**src/rtl/ccud_pkg.sv**
```systemverilog
// Shared types, request codes and calendar helpers for the clock/calendar counter.
// No dependencies.
`default_nettype none

package ccud_pkg;

  typedef enum logic [1:0] {
    REQ_UP   = 2'd0,
    REQ_DOWN = 2'd1,
    REQ_LOAD = 2'd2
  } req_t;

  // sec in the lowest bits, year in the highest: matches the stream packing
  typedef struct packed {
    logic [6:0] year;
    logic [3:0] month;
    logic [4:0] day;
    logic [4:0] hour;
    logic [5:0] min;
    logic [5:0] sec;
  } ccud_time_t;

  localparam int TIME_W = $bits(ccud_time_t);

  localparam logic [5:0] SEC_MAX   = 6'd59;
  localparam logic [5:0] MIN_MAX   = 6'd59;
  localparam logic [4:0] HOUR_MAX  = 5'd23;
  localparam logic [4:0] DAY_MIN   = 5'd1;
  localparam logic [3:0] MONTH_MIN = 4'd1;
  localparam logic [3:0] MONTH_MAX = 4'd12;
  localparam logic [6:0] YEAR_MAX  = 7'd99;

  localparam ccud_time_t TIME_RESET = '{year: 7'd0, month: MONTH_MIN, day: DAY_MIN,
                                        hour: 5'd0, min: 6'd0, sec: 6'd0};

  // Years 2000..2099: only 2000 is a century year and it is divisible by 400,
  // so the leap rule reduces to the offset being a multiple of four.
  function automatic logic leap_year(input logic [6:0] year);
    leap_year = (year[1:0] == 2'b00);
  endfunction

  function automatic logic [4:0] month_days(input logic [3:0] month,
                                            input logic [6:0] year);
    case (month) inside
      4'd2:                      month_days = leap_year(year) ? 5'd29 : 5'd28;
      4'd4, 4'd6, 4'd9, 4'd11:   month_days = 5'd30;
      default:                   month_days = 5'd31;
    endcase
  endfunction

endpackage

`default_nettype wire

```
**src/rtl/ccud_in_reg.sv**
```systemverilog
// Input holding register for the request stream.
// Depends on ccud_pkg.
`default_nettype none

module ccud_in_reg (
  input  wire                  clk,
  input  wire                  rst,
  input  wire                  s_tvalid,
  output logic                 s_tready,
  input  ccud_pkg::req_t       req,
  input  ccud_pkg::ccud_time_t load,
  input  wire                  advance,   // downstream takes the held item
  output logic                 in_valid,
  output ccud_pkg::req_t       in_req,
  output ccud_pkg::ccud_time_t in_load
);
  import ccud_pkg::*;

  assign s_tready = !in_valid || advance;

  always_ff @(posedge clk) begin
    if (rst) begin
      in_valid <= 1'b0;
    end else if (s_tready) begin
      in_valid <= s_tvalid;
    end
  end

  always_ff @(posedge clk) begin
    if (s_tvalid && s_tready) begin
      in_req  <= req;
      in_load <= load;
    end
  end

endmodule

`default_nettype wire

```
**src/rtl/ccud_next.sv**
```systemverilog
// Next-state logic of the time/date counter: tick up, tick down, load.
// Depends on ccud_pkg.
`default_nettype none

module ccud_next (
  input  ccud_pkg::ccud_time_t cur,
  input  ccud_pkg::req_t       req,
  input  ccud_pkg::ccud_time_t load,
  output ccud_pkg::ccud_time_t nxt,
  output logic                 rolled
);
  import ccud_pkg::*;

  ccud_time_t up_t, dn_t, ld_t;
  logic       up_roll, dn_roll;
  logic [3:0] dn_month;
  logic [6:0] dn_year;

  // count up
  always_comb begin
    up_t    = cur;
    up_roll = 1'b0;
    if (cur.sec < SEC_MAX) begin
      up_t.sec = cur.sec + 6'd1;
    end else begin
      up_t.sec = 6'd0;
      if (cur.min < MIN_MAX) begin
        up_t.min = cur.min + 6'd1;
      end else begin
        up_t.min = 6'd0;
        if (cur.hour < HOUR_MAX) begin
          up_t.hour = cur.hour + 5'd1;
        end else begin
          up_t.hour = 5'd0;
          up_roll   = 1'b1;
        end
      end
    end
    if (up_roll) begin
      if (cur.day < month_days(cur.month, cur.year)) begin
        up_t.day = cur.day + 5'd1;
      end else begin
        up_t.day = DAY_MIN;
        if (cur.month >= MONTH_MAX) begin
          up_t.month = MONTH_MIN;
          up_t.year  = (cur.year >= YEAR_MAX) ? 7'd0 : cur.year + 7'd1;
        end else begin
          up_t.month = cur.month + 4'd1;
        end
      end
    end
  end

  // count down; entering a month takes its length under the entered year
  always_comb begin
    dn_t    = cur;
    dn_roll = 1'b0;
    if (cur.month <= MONTH_MIN) begin
      dn_month = MONTH_MAX;
      dn_year  = (cur.year == 7'd0) ? YEAR_MAX : cur.year - 7'd1;
    end else begin
      dn_month = cur.month - 4'd1;
      dn_year  = cur.year;
    end
    if (cur.sec > 6'd0) begin
      dn_t.sec = cur.sec - 6'd1;
    end else begin
      dn_t.sec = SEC_MAX;
      if (cur.min > 6'd0) begin
        dn_t.min = cur.min - 6'd1;
      end else begin
        dn_t.min = MIN_MAX;
        if (cur.hour > 5'd0) begin
          dn_t.hour = cur.hour - 5'd1;
        end else begin
          dn_t.hour = HOUR_MAX;
          dn_roll   = 1'b1;
        end
      end
    end
    if (dn_roll) begin
      if (cur.day > DAY_MIN) begin
        dn_t.day = cur.day - 5'd1;
      end else begin
        dn_t.month = dn_month;
        dn_t.year  = dn_year;
        dn_t.day   = month_days(dn_month, dn_year);
      end
    end
  end

  // load with saturation into each field's range (day: lower bound only)
  always_comb begin
    ld_t.sec   = (load.sec > SEC_MAX) ? SEC_MAX : load.sec;
    ld_t.min   = (load.min > MIN_MAX) ? MIN_MAX : load.min;
    ld_t.hour  = (load.hour > HOUR_MAX) ? HOUR_MAX : load.hour;
    ld_t.day   = (load.day < DAY_MIN) ? DAY_MIN : load.day;
    ld_t.month = (load.month < MONTH_MIN) ? MONTH_MIN :
                 (load.month > MONTH_MAX) ? MONTH_MAX : load.month;
    ld_t.year  = (load.year > YEAR_MAX) ? YEAR_MAX : load.year;
  end

  always_comb begin
    case (req)
      REQ_UP: begin
        nxt    = up_t;
        rolled = up_roll;
      end
      REQ_DOWN: begin
        nxt    = dn_t;
        rolled = dn_roll;
      end
      REQ_LOAD: begin
        nxt    = ld_t;
        rolled = 1'b0;
      end
      default: begin
        nxt    = cur;
        rolled = 1'b0;
      end
    endcase
  end

endmodule

`default_nettype wire

```
**src/rtl/clock_calendar_up_down.sv**
```systemverilog
// Time and date counter with up, down and load requests.
// Path: an accepted request waits in the input register; its result is then registered onto m_*.
// Throughput: one item per cycle while the result is not stalled; the input register and the
// result register both advance whenever the result register is empty or being taken.
// Reset (rst, synchronous): 00:00:00, day 1, month 1, year offset 0; both stages empty.
// Depends on ccud_pkg, ccud_in_reg, ccud_next.
`default_nettype none

module clock_calendar_up_down (
  input  wire         clk,
  input  wire         rst,
  input  wire         s_tvalid,
  output logic        s_tready,
  input  wire  [39:0] s_tdata,   // load_sec, load_min, load_hour, load_day, load_month,
                                 // load_year, zero pad (bits 39:33)
  input  wire  [1:0]  s_tuser,   // req_type
  output logic        m_tvalid,
  input  wire         m_tready,
  output logic [39:0] m_tdata,   // sec_now, min_now, hour_now, day_now, month_now,
                                 // year_now, zero pad (bits 39:33)
  output logic [0:0]  m_tuser    // day_rolled
);
  import ccud_pkg::*;

  logic       advance;    // result register free or being emptied this cycle
  logic       in_valid;
  req_t       in_req;
  ccud_time_t in_load;
  ccud_time_t cur;        // the counter itself
  ccud_time_t nxt;
  logic       rolled;
  ccud_time_t out_time;

  assign advance = !m_tvalid || m_tready;

  ccud_in_reg u_in (
    .clk      (clk),
    .rst      (rst),
    .s_tvalid (s_tvalid),
    .s_tready (s_tready),
    .req      (req_t'(s_tuser)),
    .load     (ccud_time_t'(s_tdata[TIME_W-1:0])),
    .advance  (advance),
    .in_valid (in_valid),
    .in_req   (in_req),
    .in_load  (in_load)
  );

  ccud_next u_next (
    .cur    (cur),
    .req    (in_req),
    .load   (in_load),
    .nxt    (nxt),
    .rolled (rolled)
  );

  // calendar state moves once per item, as it leaves the input register
  always_ff @(posedge clk) begin
    if (rst) begin
      cur <= TIME_RESET;
    end else if (in_valid && advance) begin
      cur <= nxt;
    end
  end

  always_ff @(posedge clk) begin
    if (rst) begin
      m_tvalid <= 1'b0;
    end else if (advance) begin
      m_tvalid <= in_valid;
    end
  end

  always_ff @(posedge clk) begin
    if (in_valid && advance) begin
      out_time   <= nxt;
      m_tuser[0] <= rolled;
    end
  end

  assign m_tdata = {{(40-TIME_W){1'b0}}, out_time};

  // day_rolled is only set across midnight
  a_roll_midnight: assert property (@(posedge clk) disable iff (rst)
    m_tvalid && m_tuser[0] |->
      (out_time.sec == 6'd0 && out_time.min == 6'd0 && out_time.hour == 5'd0) ||
      (out_time.sec == SEC_MAX && out_time.min == MIN_MAX && out_time.hour == HOUR_MAX))
    else $error("day_rolled without a midnight crossing");

  // counter fields stay in range
  a_cur_range: assert property (@(posedge clk) disable iff (rst)
    cur.sec <= SEC_MAX && cur.min <= MIN_MAX && cur.hour <= HOUR_MAX &&
    cur.day >= DAY_MIN && cur.month >= MONTH_MIN && cur.month <= MONTH_MAX &&
    cur.year <= YEAR_MAX)
    else $error("calendar state out of range");

  // a held item with a stalled result blocks new input
  a_in_stall: assert property (@(posedge clk) disable iff (rst)
    in_valid && !advance |-> !s_tready)
    else $error("input taken while the held item cannot move");

  // state untouched while no item moves through
  a_cur_hold: assert property (@(posedge clk) disable iff (rst)
    !(in_valid && advance) |=> $stable(cur))
    else $error("calendar changed without an item");

  a_reset_val: assert property (@(posedge clk)
    rst |=> cur == TIME_RESET && !m_tvalid)
    else $error("reset values wrong");

endmodule

`default_nettype wire

```
**config.mk**
```make
export PLATFORM = sky130hd
export DESIGN_NAME = clock_calendar_up_down
export DESIGN_NICKNAME = d
export VERILOG_FILES = /design/src/rtl/ccud_pkg.sv /design/src/rtl/ccud_in_reg.sv /design/src/rtl/ccud_next.sv /design/src/rtl/clock_calendar_up_down.sv
export SDC_FILE = /design/constraint.sdc
export NUM_CORES = 1
export LEC_CHECK = 0
export ABC_AREA = 1
export BUFFER_PORTS_ARGS = -buffer_cell sky130_fd_sc_hd__buf_2
export CELL_PAD_IN_SITES_DETAIL_PLACEMENT = 0
export CELL_PAD_IN_SITES_GLOBAL_PLACEMENT = 1
export CORE_ASPECT_RATIO = 1.1
export CORE_UTILIZATION = 43
export DETAILED_ROUTE_END_ITERATION = 8
export HOLD_SLACK_MARGIN = 0.03
export PLACE_DENSITY = 0.9
export SLEW_MARGIN = 20
export SYNTH_ARGS = -nofsm -noshare
export SYNTH_HDL_FRONTEND = slang
export SYNTH_SLANG_ARGS = --single-unit
export TNS_END_PERCENT = 20
```
**constraint.sdc**
```tcl
create_clock -name clk -period 3.2 [get_ports clk]
set_input_delay 0.16 -clock clk [delete_from_list [all_inputs] [get_ports clk]]
set_output_delay 0.16 -clock clk [all_outputs]
set_load 0.05 [all_outputs]
```
Yosys cells after proc, flatten, opt, wreduce, memory -nomap -nowiden
Index checks and enable logic that the tools add are counted.
Word-level totals
  bits in registers: 104
  input port bits: 46
  output and inout port bits: 43
Operators by class
  add/subtract/negate cells: 12
  order comparisons: 18
  equality and inequality tests: 12
  multiplexer cells: 44
  reduce and logical (&&, ||, !) cells: 12
Operators with widths (number)
  33-bit case mux with 3 select lines: 1
  5-bit 2-to-1 mux: 11
  11-bit 2-to-1 mux: 4
  6-bit 2-to-1 mux: 6
  7-bit 2-to-1 mux: 5
  16-bit 2-to-1 mux: 2
  4-bit by 3-bit equality test with 1-bit output (second input constant): 4
  4-bit equality test (second input constant): 4
  4-bit 2-to-1 mux: 4
  6-bit by 1-bit adder with 6-bit output (second input constant): 2
  6-bit by 1-bit greater-than comparator with 1-bit output (second input constant): 2
  6-bit greater-than comparator (second input constant): 2
  6-bit < comparator (second input constant): 2
  6-bit by 1-bit subtractor with 6-bit output (second input constant): 2
  5-bit by 1-bit adder with 5-bit output (second input constant): 2
  5-bit by 1-bit greater-than comparator with 1-bit output (second input constant): 2
  1-bit 2-to-1 mux: 10
  5-bit by 1-bit subtractor with 5-bit output (second input constant): 2
  4-bit by 2-bit equality test with 1-bit output (second input constant): 2
  4-bit OR reduction: 2
  7-bit by 1-bit adder with 7-bit output (second input constant): 1
  7-bit >= comparator (second input constant): 1
  7-bit greater-than comparator (second input constant): 1
  7-bit zero test: 1
  other kinds (18): 23

Longest topological paths before layout
  depth after elaboration: 9
  mapped depth: 17

Cells and area by module
A second synthesis with hierarchy kept.
Second synthesis, totals
  cells, all modules: 906
  area, all modules: 6940.4 µm²
Modules (own cells, without submodules)
  ccud_next: instances 1, cells an instance 605, area an instance 3090.5 µm², seq. area each 0.0 µm²
  clock_calendar_up_down: instances 1, cells an instance 260, area an instance 2751.4 µm², seq. area each 1701.6 µm²
  ccud_in_reg: instances 1, cells an instance 41, area an instance 1098.6 µm², seq. area each 1071.0 µm²

Worst setup path after synthesis
No wires, ideal clock.
  path kind: reg-to-reg
  from: register m_tvalid
  to: register out_time (netlist bit m_tdata[0]) (enable)
  library setup time: 0.411 ns
  arrival time: 2.159 ns
  data required time: 2.789 ns
  setup slack: 0.629 ns
  cell stages (with the launch flop): 6
  path buffers: 2
  cells stage by stage: dfxtp_1 > nand2_1 > nand2_1 > inv_1 > clkbuf_1 > clkbuf_1
On the way
  longest elaborated chain between the ends: 3
RTL lines
  start, declared: line clock_calendar_up_down.sv:17  | output logic m_tvalid,
  start signal, assigned: line clock_calendar_up_down.sv:70  | m_tvalid <= in_valid;
  1-bit zero test: line clock_calendar_up_down.sv:34  | assign advance = !m_tvalid || m_tready;
  1-bit logical OR: line clock_calendar_up_down.sv:34
  1-bit logical AND: line clock_calendar_up_down.sv:75  | if (in_valid && advance) begin
  end signal, assigned: line clock_calendar_up_down.sv:76  | out_time <= nxt;
  end, declared: line clock_calendar_up_down.sv:32  | ccud_time_t out_time;
Every way passes these cells.
A chain may end at the register's enable or synchronous reset.

==> impl_metrics.tcl <==
set metrics [dict create \
    fill_cells 1438 \
    fin_setup_tns_ns 0 \
    cp.arrival_ns 2.85 \
    port_buffers 74 \
    drt-pass1-iter-count 7 \
    die_h_microns 131 \
    whs_ns 0.0991 \
    clkTransAtPathRegs_ns 0.07 \
    placed_cells_incl_taps 1111 \
    syn2layout_area_growth_pct 17.7 \
    antenna_found_initial 0 \
    cap_violations 0 \
    die_area_sq_um 15700 \
    dp_slack_ns 0.524 \
    finalHoldViolCount 0 \
    status "finished, final reports clean" \
    synth.avg_cell_area_sq_um 7.52 \
    final_max_slew_viol_count 0 \
    avgRoutedWirePerCell_microns 15.3 \
    route.detailed.drc 0 \
    dr_total_vias 6110 \
    hpwlAfterDp_microns 12200 \
    period_needed_ns 2.74 \
    clock_latency_ns 0.36 \
    cts_root_buffer "clkbuf_16" \
    gp_congestion 0.880 \
    required_ns 3.31 \
    layout_commonest_cell "nand2_1" \
    p_per_area_nw_per_um2 460 \
    multi_input_area_sq_um 3130 \
    avgViaCountPerCell 5.26 \
    numCtsBuffers 9 \
    grt_pass1_wl_microns 28600 \
    drive_gt1_share_pct 14.0 \
    rsz0062_at_grt "false" \
    finClkSkew_ns 0.00793 \
    reg2reg_slack_ns 0.46 \
    ys_types 44 \
    grt_pass1_vias 5638 \
    critPathLaunchType "flip-flop" \
    cts_setup_buffers 0 \
    cts_sinks 104 \
    routed_wl_microns 17800 \
    cp-end-kind "flip-flop" \
    grt_max_degree 41 \
    max_freq_ghz 0.365 \
    yosys.area.top_type "edfxtp_1" \
    fin_crit_sh_pct 85.6 \
    tightest_slew_ns 0.750 \
    slew_headroom_pct 49.9 \
    core_area_sq_um 14600 \
    ys_seq_area_share_pct 42.5 \
    htreeDepth 3 \
    seqCellArea_sq_um 2770 \
    synth_top_area_share_pct 31.8 \
    irDropWorstVdd_uv 268 \
    setup_slack_ns 0.460 \
    layout.nets 1029 \
    crit_type "flip-flop to flip-flop" \
    overflow 0 \
    cts_tree "built" \
    syn-cell-area_sq_um 6520 \
    synth.yosys.warnings 0 \
    initial_utilization_pct 44.6 \
    grt_usage_pct 23.4 \
    ys_top_cells_by_area "edfxtp_1, nand2_1, dfxtp_1" \
    antenna_left 0 \
    die_w_microns 119 \
    ys_seq_elements 104 \
    crit_path_max_fanout 9 \
    power.leakage_nw 3.55 \
    layout_common_cells "nand2_1, inv_1, nor2_1" \
    setup_violations 0 \
    drtIter0Drc 481 \
    synthCells 868 \
    pin_count 89 \
    n_antenna_cell 0 \
    min_path_type "input pin to flip-flop" \
    final_cells 1162 \
    row_count 46 \
    total_power_mw 3.53 \
    clk_path_buf_depth 2 \
]
-- stage by stage --
| step | cell area (sq um) | utilization [%] |
|---|---|---|
| detailed placement | 7030 | 48.1 |
| global route | 7680 | 52.5 |
| global placement | 7030 | 48.1 |
| finish | 7680 | 52.5 |
| CTS | 7680 | 52.5 |
| floorplan | 6550 | - |
-- sequential cells by signal, summed over array words and instances (netlist names) --
name,count
cur,33
m_tdata,33
m_tuser,1
m_tvalid,1
u_in.in_load,33
u_in.in_req,2
u_in.in_valid,1
-- final cells by class --
cell class,instances,area share [%]
inverters,116,5.69
multi-input cells,615,40.7
clock buffers,9,2.93
clock inverters,7,0.864
well taps,192,3.13
repair buffers,119,10.5
flip-flops and latches,104,36.1
-- per-layer routing --
layer  GRT usage (%)  vias to the layer above  share of wire [%]
met3            3.04                       39                5.2
li1                -                     3089                  -
met5               0                        -                  0
met4            11.5                        0                3.4
met1            31.6                     2786                 47
met2            37.0                      196                 45
-- critical path: stages, from the launching register on --
cell and delay [ns]:
dfxtp_1 0.45, inv_1 0.20, ha_1 0.27, inv_1 0.09, nor2_1 0.07, ha_1 0.28
nand3_1 0.07, nor2_1 0.13, nand2_1 0.06, nand2_1 0.21, nand2_2 0.19, inv_1 0.16
nor2_1 0.10, nand3_1 0.13, nand3_1 0.08
-- what timing repair did --
item | CTS | global route
endpoints found under the hold margin | 35 | 0
hold buffers | 35 | 0
resized for setup | 0 | 0
setup endpoints to repair | 0 | 0
-- cells by family after synthesis --
group	count (synthesis)	synth area share, %
adder cells (fa/ha/maj)	18	3.45
AND/OR/NAND/NOR	434	30.3
buffers and inverters	155	9.95
XOR/XNOR	11	1.48
AO/OA/AOI/OAI	145	12.2
other	1	0.0575
flip-flops	104	42.5
-- path summary, 6_finish.rpt --
kind | from | endpoint | cells after the start
min reg2reg | m_tvalid | m_tvalid | 2
max | cur[22] | m_tdata[21] | 14
max reg2reg | cur[22] | m_tdata[21] | 14
min | m_tready | m_tvalid | 4
-- where the power goes --
group / switching [mW] / internal, mW
Clock: 0.544 / 0.544
Combinational: 0.572 / 0.256
Sequential: 0.0791 / 1.54
Total: 1.19 / 2.34
-- synthesized netlist by cell type, drive strengths merged --
cell type / instances
clkbuf: 15
ha: 18
a21oi: 49
o2111ai: 5
o31ai: 5
nor2: 99
a21boi: 3
o21bai: 1
dfxtp: 35
clkinv: 5
a31oi: 1
nand4: 31
edfxtp: 69
nand2: 209
inv: 111
conb: 1
o21ai: 67
or2: 2
xor2: 9
nor3: 8
o211ai: 6
o22ai: 4
buf: 24
xnor2: 2
nand3: 83
a211oi: 4
nor4: 2
(Power assumes the default switching activity.)
